===== src/hw/rtl/vrp_pkg.sv =====
package vrp_pkg;

    // fixed formats: coordinates Q16.16, trig values Q2.14
    localparam int COORD_W        = 32;
    localparam int TRIG_W         = 16;
    localparam int TRIG_FRAC_BITS = 14;

    // one product, the sum of two products, and the rounded sum
    localparam int PROD_W = COORD_W + TRIG_W;
    localparam int ACC_W  = PROD_W + 1;
    localparam int RND_W  = ACC_W - TRIG_FRAC_BITS;

    localparam int QUEUE_DEPTH = 4;
    localparam int QPTR_W      = $clog2(QUEUE_DEPTH);
    localparam int CFG_IDX_W   = 3;

    typedef logic signed [COORD_W-1:0] coord_t;
    typedef logic signed [TRIG_W-1:0]  trig_t;
    typedef logic signed [ACC_W-1:0]   acc_t;
    typedef logic signed [RND_W-1:0]   rnd_t;

    localparam acc_t ROUND_HALF = ACC_W'(2 ** (TRIG_FRAC_BITS - 1));

    typedef enum logic [CFG_IDX_W-1:0] {
        CFG_COS_Z = 3'd0,
        CFG_SIN_Z = 3'd1,
        CFG_COS_Y = 3'd2,
        CFG_SIN_Y = 3'd3,
        CFG_COS_X = 3'd4,
        CFG_SIN_X = 3'd5
    } cfg_reg_t;

    localparam trig_t COS_Z_RESET = 16'sd16322;
    localparam trig_t SIN_Z_RESET = 16'sd1428;
    localparam trig_t COS_Y_RESET = 16'sd16384;
    localparam trig_t SIN_Y_RESET = 16'sd0;
    localparam trig_t COS_X_RESET = 16'sd16384;
    localparam trig_t SIN_X_RESET = 16'sd0;

    typedef struct packed {
        trig_t cos_z;
        trig_t sin_z;
        trig_t cos_y;
        trig_t sin_y;
        trig_t cos_x;
        trig_t sin_x;
    } trig_set_t;

    // one vertex in flight: working coordinates, pivot, clip flag
    typedef struct packed {
        coord_t x;
        coord_t y;
        coord_t z;
        coord_t px;
        coord_t py;
        coord_t pz;
        logic   sat;
    } vtx_item_t;

    typedef struct packed {
        logic   sat;
        coord_t v;
    } sat_coord_t;

    // saturate a 33-bit sum or difference to 32 bits
    function automatic sat_coord_t clip33(input logic signed [COORD_W:0] a);
        sat_coord_t r;
        r.sat = (a[COORD_W] != a[COORD_W-1]);
        if (r.sat)
        begin
            r.v = a[COORD_W] ? {1'b1, {(COORD_W-1){1'b0}}} : {1'b0, {(COORD_W-1){1'b1}}};
        end
        else
        begin
            r.v = a[COORD_W-1:0];
        end
        return r;
    endfunction

    // saturate a rounded rotation sum to 32 bits
    function automatic sat_coord_t clip_rnd(input rnd_t a);
        sat_coord_t r;
        logic [RND_W-COORD_W:0] upper;
        upper = a[RND_W-1:COORD_W-1];
        r.sat = !((&upper) || (~|upper));
        if (r.sat)
        begin
            r.v = a[RND_W-1] ? {1'b1, {(COORD_W-1){1'b0}}} : {1'b0, {(COORD_W-1){1'b1}}};
        end
        else
        begin
            r.v = a[COORD_W-1:0];
        end
        return r;
    endfunction

endpackage


===== src/hw/rtl/vrp_queue.sv =====
module vrp_queue (
    input  logic               clk,
    input  logic               rst_n,
    input  logic               push,
    input  vrp_pkg::vtx_item_t push_item,
    input  logic               pop,
    output vrp_pkg::vtx_item_t head,
    output logic               full,
    output logic               empty
);
    import vrp_pkg::*;

    vtx_item_t           entry_reg [QUEUE_DEPTH];
    logic [QPTR_W-1:0]   wr_ptr_reg;
    logic [QPTR_W-1:0]   rd_ptr_reg;
    logic [QPTR_W:0]     count_reg;

    assign full  = (count_reg == (QPTR_W + 1)'(QUEUE_DEPTH));
    assign empty = (count_reg == '0);
    assign head  = entry_reg[rd_ptr_reg];

    always_ff @(posedge clk)
    begin
        if (push)
        begin
            entry_reg[wr_ptr_reg] <= push_item;
        end
    end

    always_ff @(posedge clk or negedge rst_n)
    begin
        if (!rst_n)
        begin
            wr_ptr_reg <= '0;
            rd_ptr_reg <= '0;
            count_reg  <= '0;
        end
        else
        begin
            if (push)
            begin
                wr_ptr_reg <= wr_ptr_reg + 1'b1;
            end
            if (pop)
            begin
                rd_ptr_reg <= rd_ptr_reg + 1'b1;
            end
            case ({push, pop})
                2'b10:   count_reg <= count_reg + 1'b1;
                2'b01:   count_reg <= count_reg - 1'b1;
                default: count_reg <= count_reg;
            endcase
        end
    end

endmodule


===== config.mk =====
export PLATFORM = sky130hd
export DESIGN_NAME = vrp_queue
export DESIGN_NICKNAME = d
export VERILOG_FILES = /design/src/hw/rtl/vrp_pkg.sv /design/src/hw/rtl/vrp_queue.sv
export SDC_FILE = /design/constraint.sdc
export NUM_CORES = 1
export LEC_CHECK = 0
export ABC_AREA = 0
export BUFFER_PORTS_ARGS = -buffer_cell sky130_fd_sc_hd__buf_2
export CORE_UTILIZATION = 51
export DETAILED_ROUTE_END_ITERATION = 10
export PLACE_DENSITY = 0.75
export SLEW_MARGIN = 20
export SYNTH_ARGS = -nofsm -noshare
export SYNTH_HDL_FRONTEND = slang
export SYNTH_SLANG_ARGS = --single-unit

===== constraint.sdc =====
create_clock -name clk -period 6 [get_ports clk]
set_input_delay 0.6 -clock clk [delete_from_list [all_inputs] [get_ports clk]]
set_output_delay 0.6 -clock clk [all_outputs]
set_load 0.01 [all_outputs]

==> impl_metrics.py <==
metrics = {
    "outcome": {
        "status": "finished clean",
    },
    "timing": {
        "slew_viol_final": 0,
        "rsz0062_at_grt": "no",
        "finalSetupViolations": 0,
        "clock_skew_ns": 0.0204,
        "min_period_ns": 3.58,
        "worst_slew_pin_slew_ns": 1.04,
        "finalHoldViolations": 0,
        "setup_tns_ns": 0,
        "maxSlewHeadroom_pct": 30.7,
        "max_clock_freq_ghz": 0.279,
        "fin_crit_sh_pct": 59.7,
    },
    "detailed_routing": {
        "initialDrtViolationCount": 803,
        "drtPass1Iterations": 4,
        "ant_nets": 0,
        "post_drt_wl_per_cell_um": 23.8,
        "via_per_inst": 5.58,
        "drc": 0,
        "drt_wl_total_um": 53700,
        "vias": 12600,
    },
    "synthesis": {
        "yosysTopAreaCellShare_pct": 82.1,
        "syn_area_per_cell_sq_um": 27.0,
        "netlist_area_sq_um": 28300,
        "synth_cell_types": 17,
        "synth_area_leaders": "edfxtp_1, mux4_2, buf_6, dfrtp_1, buf_2",
        "synth_area_leader_cell": "edfxtp_1",
        "ys_seq_area_share_pct": 82.7,
        "syn-num-nets": 1249,
        "syn-instance-count": 1046,
        "synth_warnings": 0,
        "ys_ff_latch": 779,
    },
    "min_path": {
        "min_path_type": "input pin to register",
        "min_path_cells": 1,
        "min_to": "entry_reg[0][12]$_DFFE_PP_",
        "hp-start": "push_item[12]",
    },
    "clocking": {
        "cts_root_buf": "clkbuf_16",
        "cts_inserted_buffers": 78,
        "ctsHoldBuffers": 1,
        "ctsResizeCount": 0,
        "htreeDepth": 3,
        "clock_sinks": 779,
        "clock_path_buffers": 3,
        "cts_setup_buffers": 0,
        "clk_latency_ns": 0.59,
        "cts_tree": "yes",
        "clk_pin_slew_ns": 0.06,
    },
    "placement": {
        "detailed_place_hpwl_um": 31200,
        "gp_congestion": 0.747,
        "portBuffers": 391,
    },
    "die": {
        "die_y_um": 237,
        "core.rowCount": 85,
        "io_pins": 392,
        "die_x_um": 237,
        "core_sq_um": 54200,
        "start_util_pct": 52.1,
        "dieArea_sq_um": 56300,
    },
    "worst_setup_path": {
        "cpPeakStageDelay_ns": 1.08,
        "crit_type": "register to primary output",
        "cp_data_arrival_time_ns": 2.98,
        "start_kind": "register",
        "r2r_start": "wr_ptr_reg[0]$_DFFE_PN0P_",
        "worst_ep_required_time_ns": 5.40,
        "crit_path_top_delay_cell": "dfrtp_4",
        "reg2reg_slack_ns": 3.50,
        "crit_chain": "buf_12, mux4_2, buf_2",
        "crit_buf_inv": 2,
        "reg2reg_depth": 4,
        "cp_max_fo": 94,
        "r2r_end": "entry_reg[0][96]$_DFFE_PP_",
        "crit_family": "flip-flops",
        "end_kind": "primary output",
    },
    "grt": {
        "grt_pass1_vias": 13300,
        "grt_pass1_wl_um": 80300,
        "grt_max_degree": 108,
        "gr-usage-all-layers_pct": 19.2,
        "antenna_found_initial": 18,
        "grt-ovfl-total": 0,
    },
    "final_layout": {
        "largest_reg_flops": 772,
        "fin_nets": 1690,
        "synthToLayoutAreaGrowth_pct": 18.7,
        "final_layout_size_suffix_gt1_share_pct": 46.0,
    },
    "power_and_ir_drop": {
        "power_density_nw_per_um2": 501,
        "p_total_mw": 16.8,
        "irDropWorstVdd_v": 0.000343,
        "p_leak_nw": 11.4,
    },
    "run": {
        "drv_cap": 0,
    },
}
-- cells by family (layout without fill, tap and decap cells) --
| family | Yosys count | in the layout | share of synthesized area (%) |
|---|---|---|---|
| buf+inv | 50 | 554 | 1.24 |
| xor+xnor | 6 | 6 | 0.186 |
| other cells | 0 | 8 | 0 |
| fa+ha+maj | 6 | 6 | 0.292 |
| mux | 193 | 193 | 15.4 |
| flops | 779 | 779 | 82.7 |
| compound gates | 2 | 2 | 0.0354 |
| simple gates | 10 | 10 | 0.182 |
-- area by class of cell --
cell class	count	area [sq um]
diodes	8	20.0
multi-input cells	217	4550
flip-flops and latches	779	23400
well taps	696	871
clock inverters	45	435
inverters	6	22.5
repair buffers	405	2150
fillers	3614	20700
clock buffers	98	2110
-- through the flow --
step | cell area (sq um) | utilization, % | cells | hold WS, ns | setup slack [ns]
detailed placement | 31000 | 57.1 | 2102 | 0.446 | 3.07
CTS | 33500 | 61.8 | 2246 | 0.159 | 2.40
global placement | 31000 | 57.1 | 2102 | 0.440 | 3.06
floorplan | 28300 | - | 1046 | 0.304 | 0.411
global route | 33500 | 61.8 | 2250 | 0.174 | 2.31
finish | 33500 | 61.8 | 2254 | 0.206 | 2.42
-- report_power, final --
group	switching, mW	internal [mW]	leakage, nW
logic	2.45	2.06	3.00
registers	0.372	7.12	7.17
clock network	1.94	2.84	1.25
total	4.76	12.0	11.4
-- layer usage --
metal | vias to the layer above | global-route usage [%] | routed length [um]
met5 | - | 0 | 165
met1 | 6546 | 23.9 | 20300
met2 | 430 | 31.9 | 27400
li1 | 5457 | - | -
met3 | 114 | 6.38 | 4390
met4 | 24 | 6.67 | 1370
-- cell usage after synthesis, drive strengths merged --
cell	number
nor2	1
o21ai	2
mux4	193
xnor2	2
and3	1
nor3	1
buf	40
clkbuf	4
and2	4
nand2	3
ha	5
xor2	4
fa	1
dfrtp	7
inv	6
edfxtp	772
-- worst reg2reg max path, stage by stage, from the launching register on --
cell and delay [ns]:
dfrtp_1 0.43, inv_1 0.11, ha_1 0.15, and2_4 0.69
buf_4 0.73
-- worst max-delay path by stage --
stage                                      endpoint  cells past startpoint  slack, ns                       from
after floorplan           entry_reg[0][0]$_DFFE_PP_                      3       0.41  wr_ptr_reg[0]$_DFFE_PN0P_
after global placement                    head[113]                      3       3.06  rd_ptr_reg[1]$_DFFE_PN0P_
after detailed placement                   head[67]                      3       3.07  rd_ptr_reg[1]$_DFFE_PN0P_
after CTS                                  head[89]                      3       2.40  rd_ptr_reg[1]$_DFFE_PN0P_
after global routing                       head[92]                      3       2.31  rd_ptr_reg[0]$_DFFE_PN0P_
final                                      head[67]                      3       2.42  rd_ptr_reg[1]$_DFFE_PN0P_
-- placed cells by master, fill, tap and decap left out, types with 2 or more instances in the layout --
master and instances:
and2_4 4, buf_12 7, buf_2 391, buf_4 6, bufinv_16 8, clkbuf_1 16, clkbuf_16 82, clkinv_1 17
clkinv_2 13, clkinvlp_4 2, dfrtp_1 5, dfrtp_4 2, diode_2 8, edfxtp_1 772, ha_1 5, inv_1 6
inv_6 4, mux4_2 193, nand2_1 3, o21ai_0 2, xnor2_1 2, xor2_1 4
(Power assumes the default switching activity.)
