===== src/hw/rtl/vrp_pkg.sv =====
package vrp_pkg;

    // fixed formats: coordinates Q16.16, trig values Q2.14
    localparam int COORD_W        = 32;
    localparam int TRIG_W         = 16;
    localparam int TRIG_FRAC_BITS = 14;

    // one product, the sum of two products, and the rounded sum
    localparam int PROD_W = COORD_W + TRIG_W;
    localparam int ACC_W  = PROD_W + 1;
    localparam int RND_W  = ACC_W - TRIG_FRAC_BITS;

    localparam int QUEUE_DEPTH = 4;
    localparam int QPTR_W      = $clog2(QUEUE_DEPTH);
    localparam int CFG_IDX_W   = 3;

    typedef logic signed [COORD_W-1:0] coord_t;
    typedef logic signed [TRIG_W-1:0]  trig_t;
    typedef logic signed [ACC_W-1:0]   acc_t;
    typedef logic signed [RND_W-1:0]   rnd_t;

    localparam acc_t ROUND_HALF = ACC_W'(2 ** (TRIG_FRAC_BITS - 1));

    typedef enum logic [CFG_IDX_W-1:0] {
        CFG_COS_Z = 3'd0,
        CFG_SIN_Z = 3'd1,
        CFG_COS_Y = 3'd2,
        CFG_SIN_Y = 3'd3,
        CFG_COS_X = 3'd4,
        CFG_SIN_X = 3'd5
    } cfg_reg_t;

    localparam trig_t COS_Z_RESET = 16'sd16322;
    localparam trig_t SIN_Z_RESET = 16'sd1428;
    localparam trig_t COS_Y_RESET = 16'sd16384;
    localparam trig_t SIN_Y_RESET = 16'sd0;
    localparam trig_t COS_X_RESET = 16'sd16384;
    localparam trig_t SIN_X_RESET = 16'sd0;

    typedef struct packed {
        trig_t cos_z;
        trig_t sin_z;
        trig_t cos_y;
        trig_t sin_y;
        trig_t cos_x;
        trig_t sin_x;
    } trig_set_t;

    // one vertex in flight: working coordinates, pivot, clip flag
    typedef struct packed {
        coord_t x;
        coord_t y;
        coord_t z;
        coord_t px;
        coord_t py;
        coord_t pz;
        logic   sat;
    } vtx_item_t;

    typedef struct packed {
        logic   sat;
        coord_t v;
    } sat_coord_t;

    // saturate a 33-bit sum or difference to 32 bits
    function automatic sat_coord_t clip33(input logic signed [COORD_W:0] a);
        sat_coord_t r;
        r.sat = (a[COORD_W] != a[COORD_W-1]);
        if (r.sat)
        begin
            r.v = a[COORD_W] ? {1'b1, {(COORD_W-1){1'b0}}} : {1'b0, {(COORD_W-1){1'b1}}};
        end
        else
        begin
            r.v = a[COORD_W-1:0];
        end
        return r;
    endfunction

    // saturate a rounded rotation sum to 32 bits
    function automatic sat_coord_t clip_rnd(input rnd_t a);
        sat_coord_t r;
        logic [RND_W-COORD_W:0] upper;
        upper = a[RND_W-1:COORD_W-1];
        r.sat = !((&upper) || (~|upper));
        if (r.sat)
        begin
            r.v = a[RND_W-1] ? {1'b1, {(COORD_W-1){1'b0}}} : {1'b0, {(COORD_W-1){1'b1}}};
        end
        else
        begin
            r.v = a[COORD_W-1:0];
        end
        return r;
    endfunction

endpackage


===== src/hw/rtl/vrp_front.sv =====
module vrp_front (
    input  logic               in_valid,
    output logic               in_ready,
    input  vrp_pkg::coord_t    vertex_x,
    input  vrp_pkg::coord_t    vertex_y,
    input  vrp_pkg::coord_t    vertex_z,
    input  vrp_pkg::coord_t    pivot_x,
    input  vrp_pkg::coord_t    pivot_y,
    input  vrp_pkg::coord_t    pivot_z,
    input  logic               q_full,
    output logic               q_push,
    output vrp_pkg::vtx_item_t q_item
);
    import vrp_pkg::*;

    sat_coord_t dx;
    sat_coord_t dy;
    sat_coord_t dz;

    // move the vertex into pivot-relative coordinates
    always_comb
    begin
        dx = clip33((COORD_W + 1)'(vertex_x) - (COORD_W + 1)'(pivot_x));
        dy = clip33((COORD_W + 1)'(vertex_y) - (COORD_W + 1)'(pivot_y));
        dz = clip33((COORD_W + 1)'(vertex_z) - (COORD_W + 1)'(pivot_z));
        q_item.x   = dx.v;
        q_item.y   = dy.v;
        q_item.z   = dz.v;
        q_item.px  = pivot_x;
        q_item.py  = pivot_y;
        q_item.pz  = pivot_z;
        q_item.sat = dx.sat | dy.sat | dz.sat;
    end

    assign in_ready = !q_full;
    assign q_push   = in_valid && !q_full;

endmodule


===== config.mk =====
export PLATFORM = sky130hd
export DESIGN_NAME = vrp_front
export DESIGN_NICKNAME = d
export VERILOG_FILES = /design/src/hw/rtl/vrp_pkg.sv /design/src/hw/rtl/vrp_front.sv
export SDC_FILE = /design/constraint.sdc
export NUM_CORES = 1
export LEC_CHECK = 0
export BUFFER_PORTS_ARGS = -buffer_cell sky130_fd_sc_hd__buf_2
export CAP_MARGIN = 20
export CORE_AREA = 2 2 153 155
export DETAILED_ROUTE_END_ITERATION = 12
export DIE_AREA = 0 0 155 157
export PLACE_DENSITY_LB_ADDON = 0.3
export SKIP_LAST_GASP = 1
export SYNTH_ARGS = -nofsm -noshare
export SYNTH_HDL_FRONTEND = slang
export SYNTH_SLANG_ARGS = --single-unit

===== constraint.sdc =====
create_clock -name vclk -period 3.18
set_input_delay 0 -clock vclk [all_inputs]
set_output_delay 0 -clock vclk [all_outputs]
set_load 0.02 [all_outputs]

==> results of run 1 <==
## cell families after synthesis
family | Yosys count | share of synthesized area [%]
compound gates | 365 | 33.7
xor+xnor | 91 | 12.1
fa+ha+maj | 104 | 19.8
buf+inv | 251 | 20.3
mux | 4 | 0.754
simple gates | 179 | 13.3
## worst max-delay path, delay by kind of cell
family                     cells  cell delay, ns
AOI/OAI and AO/OA              6            1.23
and+or+nand+nor                3            0.75
buffers and inverters          4            0.52
adders and majority gates      1            0.32
xor gates and xnor gates       1            0.18
## power breakdown
group | internal (W) | total (W) | switching, W
combinational | 0.00107 | 0.00279 | 0.00171
sequential | 0 | 0 | 0
clock | 0.0000000000841 | 0.0000000000841 | 0
total | 0.00107 | 0.00279 | 0.00171
## worst max path at each step
stage | endpoint | startpoint | cells past startpoint | slack, ns
finish | q_item[185] | pivot_x[4] | 15 | 0.18
global route | q_item[119] | pivot_z[10] | 15 | -0.01
CTS | q_item[108] | vertex_z[0] | 17 | 0.01
detailed placement | q_item[122] | vertex_z[0] | 16 | -0.22
global placement | q_item[123] | vertex_z[0] | 16 | -0.17
floorplan | q_item[109] | vertex_z[0] | 15 | 0.35
## cell usage after synthesis (all sizes together), types with 3 or more instances
library cell and n:
a21oi 141, inv 124, buf 114, ha 96, o21ai 95, nand2 57, xnor2 52, a21o 44
xor2 39, nor2 37, nand3 22, a31oi 16, clkbuf 13, nand2b 13, nor2b 12, o21a 12
o31ai 11, and3 9, o21bai 8, nand4 6, o211ai 6, and2 5, maj3 5, a211oi 4
nor3 4, or3 4, fa 3, o41ai 3
## metrics by stage
stage	utilization, %	area, µm²
global placement	37.3	8400
detailed placement	37.3	8400
finish	38.2	8600
CTS	37.4	8420
global route	38.2	8600
floorplan	-	6640
## cell type report
type | instances | area [µm²]
diodes | 2 | 5.00
fillers | 2431 | 13900
inverters | 124 | 465
multi-input cells | 744 | 5420
well taps | 285 | 357
repair buffers | 437 | 2350
## layer usage
metal  vias up  GRT usage (%)
li1       4017              -
met1      3536           23.0
met2       291           31.4
met3        14           1.93
met4         2           1.15
met5         -              0
## timing repair
action                                  CTS  global route
pin swaps                                 1             8
cloned                                    0             2
endpoints found under the setup margin    9            85
gates resized for setup                   2            18
setup buffers                             1             5
==> results.txt, run 1 <==
----------------------------------------------------
[Run status]
  Outcome ... completed

[Logic synthesis]
  Area contributors post-synth ... sky130_fd_sc_hd__ha_1, sky130_fd_sc_hd__buf_4, sky130_fd_sc_hd__a21oi_1
  Yosys warnings ... 0
  Cell accounting for the most synthesized area ... sky130_fd_sc_hd__ha_1
  Part of the Yosys area used for sequential elements ... 0%
  Area share of the largest cell type after synthesis ... 18.1%
  Mean area per synthesized cell ... 6.68 µm²
  Total standard cell area after synthesis ... about 0.0066 mm²
  Number of unique standard cell types used by synthesis ... 76
  Syn nets ... about 1,300
  Gate Count Post-Synth ... around 990

[Global routing]
  Total congestion overflow after global routing ... 0
  Largest net degree at the start of global routing ... 31
  Number of global-route vias before repair ... 7,215
  Global-route wire length before repair ... ~36,000 µm
  Number of antenna violations at the first check in global routing ... 4
  Total Routing Usage GR ... 17.3%

[Placement]
  Post-placement setup slack ... -0.221 ns
  Gpl congestion ... around 0.93
  Total half-perimeter wirelength after legalization and detailed placement ... slightly above 20,000 µm
  Count of buffers inserted at the top-level ports ... 389
  Number of placed instances with taps included ... 1,582

[STA]
  Crit path time final ... roughly 3.0 ns
  Total negative slack ... 0 ns
  Setup repair after global routing missed its margin ... yes
  Number of hold-slack violations in the final timing report ... 0
  Final slew viol count ... 0
  Setup violations, final ... 0
  Final Cycle Share ... between 90% and 100%
  Worst setup slack after layout ... 0.177 ns
  Worst hold-check slack ... 0.232 ns
  Maximum achievable frequency ... around 330 MHz
  Pin slew with the least headroom to its limit ... about 0.56 ns
  Worst max-slew margin expressed relative to the limit ... between 60 and 70%

[Die]
  Die height ... 157 µm
  Starting density of the core ... 29.5%
  Core outline area ... approximately 0.023 mm²
  Standard-cell rows ... 55
  Die area ... about 0.024 mm²
  Number of top-level pins ... a little under 400
  Chip Width ... 155 µm

[Pwr]
  Total power per unit cell area ... 324 mW/mm²
  Peak supply drop ... about 0.19 mV
  Power, Total ... approximately 0.0028 W
  Static power due to leakage ... approximately 4.7 nW

[Layout]
  Net count, final ... around 1,600
  Count of placed standard cells in the final layout, fillers left out ... 1,592
  Commonest cells after routing, fill and taps aside ... sky130_fd_sc_hd__buf_2, sky130_fd_sc_hd__a21oi_1, sky130_fd_sc_hd__inv_1
  Sequential cell area in the final layout ... 0 µm²
  Fraction of final layout cells with drive strength greater than 1 ... between 30 and 40%
  Leading cell type in the layout, fill and taps excluded ... sky130_fd_sc_hd__buf_2
  Number of flip-flops and latches ... 0
  Area added between synthesis and finish ... 29.6%
  Clock buffer instance count of the final layout ... 0

[Detailed routing]
  Metal3 WL ... 1440 µm
  Routed Antenna Nets ... 0
  Uppermost routed layer ... met5
  Starting DRT DRC Count ... approximately 330
  Residual DRC count ... 0
  Average wire per cell in the routed design ... around 15 µm
  Total via count in the routed design ... between 7,000 and 8,000
  First-pass DRT Iterations ... 5
  Total routed wirelength ... 23,700 µm
  Post-DR vias/cell ... between 4 and 5
  Routed met1 length ... between 10,000 and 15,000 µm
  Met2 WL post-DR ... roughly 11,000 µm

[Setup path]
  Crit path launch type ... input pin
  Critical Path Slowest Stage Cell ... sky130_fd_sc_hd__or3_1
  Arrival time of data at the critical path endpoint ... about 3.0 ns
  Biggest cell delay along the critical path ... 0.33 ns
  Path type of the worst setup path ... input pin to primary output
  Most used cell, CP ... sky130_fd_sc_hd__buf_2
  Crit path cell chain ... buf_2 > inv_1 > ha_1 > a21o_1 > or3_1 > o211ai_1 > and3b_1 > o2bb2ai_2 > o21a_1 > o31a_2 > xnor2_4 > nand2_4 > buf_4 > a21oi_1 > buf_2
  Maximum fanout along the worst path ... 12
  Required time reported for the critical path endpoint ... roughly 3.2 ns
  Endpoint class of the critical path ... primary output

[Clocking]
  Number of buffers added to fix hold violations after cts ... 0

[Hold path]
  WHS Path Cells ... 2
  Hold WC Path Type ... input pin to primary output
  Startpoint of the most critical hold path ... pivot_z[14]
  Endpoint of the worst hold path ... q_item[15]

[Flow run]
  Number of max-cap violations ... 0

----------------------------------------------------
(Power assumes the default switching activity.)
==> run 2: changes to the inputs <==
--- a/config.mk
+++ b/config.mk
@@ -11,6 +11,7 @@
 export DETAILED_ROUTE_END_ITERATION = 12
 export DIE_AREA = 0 0 155 157
 export PLACE_DENSITY_LB_ADDON = 0.3
+export SETUP_SLACK_MARGIN = 0.5
 export SKIP_LAST_GASP = 1
 export SYNTH_ARGS = -nofsm -noshare
 export SYNTH_HDL_FRONTEND = slang
==> results.txt, run 2 (synthesized netlist as in run 1, its figures left out) <==
----------------------------------------------------
[Run status]
  Outcome ... completed

[Pwr]
  Comb power frac ... 100.0% (about the same)
  Sw frac ... 52.3% (-9.2 points)
  Switching pwr ... 0.00225 W (+31%)
  Peak supply drop ... 0.257 mV (+36%)
  Total internal power ... 0.00205 W (+91%)
  Static power due to leakage ... 5.73 nW (+21%)
  Sequential fraction of design power ... 0% (unchanged)
  Clock network fraction of total power ... 0% (unchanged)
  Total power per unit cell area ... 372 mW/mm² (+15%)
  Power, Total ... 0.00431 W (+54%)

[Global routing]
  Number of global-route vias before repair ... 8,155 (+13%)
  Number of antenna violations at the first check in global routing ... 4 (unchanged)
  Total Routing Usage GR ... 20.2% (+2.9 points)
  Total congestion overflow after global routing ... 0 (unchanged)
  Largest net degree at the start of global routing ... 16 (-48%)
  Global-route wire length before repair ... 40,800 µm (+15%)

[Layout]
  Area added between synthesis and finish ... 74.3%
  Count of placed standard cells in the final layout, fillers left out ... 1,685 (+5.8%)
  Number of flip-flops and latches ... 0 (unchanged)
  Sequential cell area in the final layout ... 0 µm² (unchanged)
  Commonest cells after routing, fill and taps aside ... sky130_fd_sc_hd__buf_2, sky130_fd_sc_hd__inv_1, sky130_fd_sc_hd__buf_6, sky130_fd_sc_hd__buf_4, sky130_fd_sc_hd__a21oi_1
  Leading cell type in the layout, fill and taps excluded ... sky130_fd_sc_hd__buf_2
  Net count, final ... 1,692 (+5.8%)
  Clock buffer instance count of the final layout ... 0 (unchanged)
  Fraction of final layout cells with drive strength greater than 1 ... 53.5% (+17 points)

[Setup path]
  Maximum fanout along the worst path ... 6 (-6)
  Arrival time of data at the critical path endpoint ... 2.85 ns (-0.15 ns)
  Most used cell, CP ... sky130_fd_sc_hd__a21oi_2
  Path type of the worst setup path ... input pin to primary output
  Required time reported for the critical path endpoint ... 3.18 ns (about the same)
  Crit path launch ... vertex_z[0]
  Critical Path Slowest Stage Cell ... sky130_fd_sc_hd__fa_2
  Biggest cell delay along the critical path ... 0.35 ns (+0.02 ns)
  Crit path launch type ... input pin
  Endpoint class of the critical path ... primary output
  Crit path cell chain ... buf_6 > inv_4 > ha_4 > inv_2 > fa_2 > a21oi_2 > o21ai_2 > a21oi_2 > a211oi_2 > o41ai_2 > o31ai_2 > a21oi_2 > nand3_2 > mux2i_4 > buf_12 > buf_12 > buf_16 > a21oi_2 > buf_4

[STA]
  Crit path time final ... 2.85 ns (-0.151 ns)
  Worst max-slew margin expressed relative to the limit ... 61.7% (-0.19 points)
  Maximum achievable frequency ... 351 MHz (+5.3%)
  Worst hold-check slack ... 0.220 ns (-0.0121 ns)
  Setup violations, final ... 0 (unchanged)
  Final slew viol count ... 0 (unchanged)
  Pin slew with the least headroom to its limit ... 0.573 ns (+0.0161 ns)
  Final Cycle Share ... 89.7% (-4.7 points)
  Setup repair after global routing missed its margin ... yes
  Total negative slack ... 0 ns (unchanged)
  Number of hold-slack violations in the final timing report ... 0 (unchanged)

[Detailed routing]
  Total via count in the routed design ... 8,606 (+9.5%)
  Residual DRC count ... 0 (unchanged)
  Post-DR vias/cell ... 5.11 (+3.4%)
  First-pass DRT Iterations ... 5 (unchanged)
  Routed Antenna Nets ... 0 (unchanged)
  Total routed wirelength ... 28,500 µm (+20%)
  Starting DRT DRC Count ... 339 (+1.5%)
  Average wire per cell in the routed design ... 16.9 µm (+14%)

[Clocking]
  Number of buffers added to fix hold violations after cts ... 0 (unchanged)

[Die]
  Chip Width ... 155 µm (unchanged)
  Die area ... 0.0243 mm² (unchanged)
  Die height ... 157 µm (unchanged)
  Standard-cell rows ... 55 (unchanged)
  Starting density of the core ... 29.5% (unchanged)
  Number of top-level pins ... 389 (unchanged)
  Core outline area ... 0.0225 mm² (unchanged)

[Placement]
  Count of buffers inserted at the top-level ports ... 389 (unchanged)
  Gpl congestion ... 0.932 (+0.31%)
  Total half-perimeter wirelength after legalization and detailed placement ... 20,700 µm (+2.6%)
  Number of placed instances with taps included ... 1,584 (+0.13%)

[Hold path]
  Hold WC Path Type ... input pin to primary output
  Startpoint of the most critical hold path ... pivot_y[4]

[Flow run]
  Number of max-cap violations ... 0 (unchanged)

----------------------------------------------------
==> run 2: changes by cell type in the layout (fill, tap and decap cells not counted), sizes merged <==
| cell | previous run | this run |
|---|---|---|
| buf | 436 | 524 |
| clkbuf | 1 | 2 |
| diode | 2 | 3 |
| mux2 | 3 | 5 |
| bufbuf | 0 | 1 |
==> run 2: stage by stage <==
stage | cell area (µm²) | util [%] | setup slack, ns
6_report | 11600 | 51.4 | 0.328
5_1_grt | 11600 | 51.4 | 0.147
4_1_cts | 10200 | 45.5 | 0.377
3_5_place_dp | 8420 | 37.4 | -0.131
3_3_place_gp | 8420 | 37.4 | 0.00364
2_1_floorplan | 6640 | - | 0.491
==> run 2: path summary, 6_finish.rpt <==
check | endpoint | slack [ns] | depth (start not counted)
worst max-delay path | q_item[104] | 0.33 | 19
worst min-delay path | q_item[37] | 0.22 | 2
==> run 2: what timing repair did <==
action	CTS	global route
pin swaps	56	62
gates cloned	11	3
setup buffers	70	14
setup endpoints to repair	94	97
gates resized for setup	271	253
==> run 2: metal layers <==
| layer | vias up | part of all wire (%) | global-route usage [%] |
|---|---|---|---|
| met5 | - | 0.046 | 0 |
| met1 | 4000 | 41 | 25.2 |
| met2 | 363 | 51 | 37.1 |
| met4 | 2 | 2.5 | 5.73 |
| met3 | 52 | 5.1 | 1.68 |
| li1 | 4189 | - | - |
==> run 2: power groups by stage <==
stage | clock [W] | combinational (W) | sequential [W]
floorplan | 0 | 0.00186 | 0
global placement | 0 | 0.00274 | 0
detailed placement | 0 | 0.00273 | 0
CTS | 0 | 0.00357 | 0
global route | 0.000000000127 | 0.00455 | 0
finish | 0.000000000127 | 0.00431 | 0
==> run 2: critical path: cells and delay by family <==
kind	cells	cell delay, ns
multiplexers	1	0.26
AO/OA/AOI/OAI	8	1.23
adder cells (fa/ha/maj)	2	0.48
buffers and inverters	7	0.71
AND/OR/NAND/NOR	1	0.15
==> run 2: layout make-up <==
| type | count | area (µm²) |
|---|---|---|
| Antenna cell | 3 | 7.51 |
| Fill cell | 2072 | 10900 |
| Inverter | 124 | 478 |
| Multi-Input combinational cell | 746 | 6720 |
| Tap cell | 285 | 357 |
| Timing Repair Buffer | 527 | 4010 |
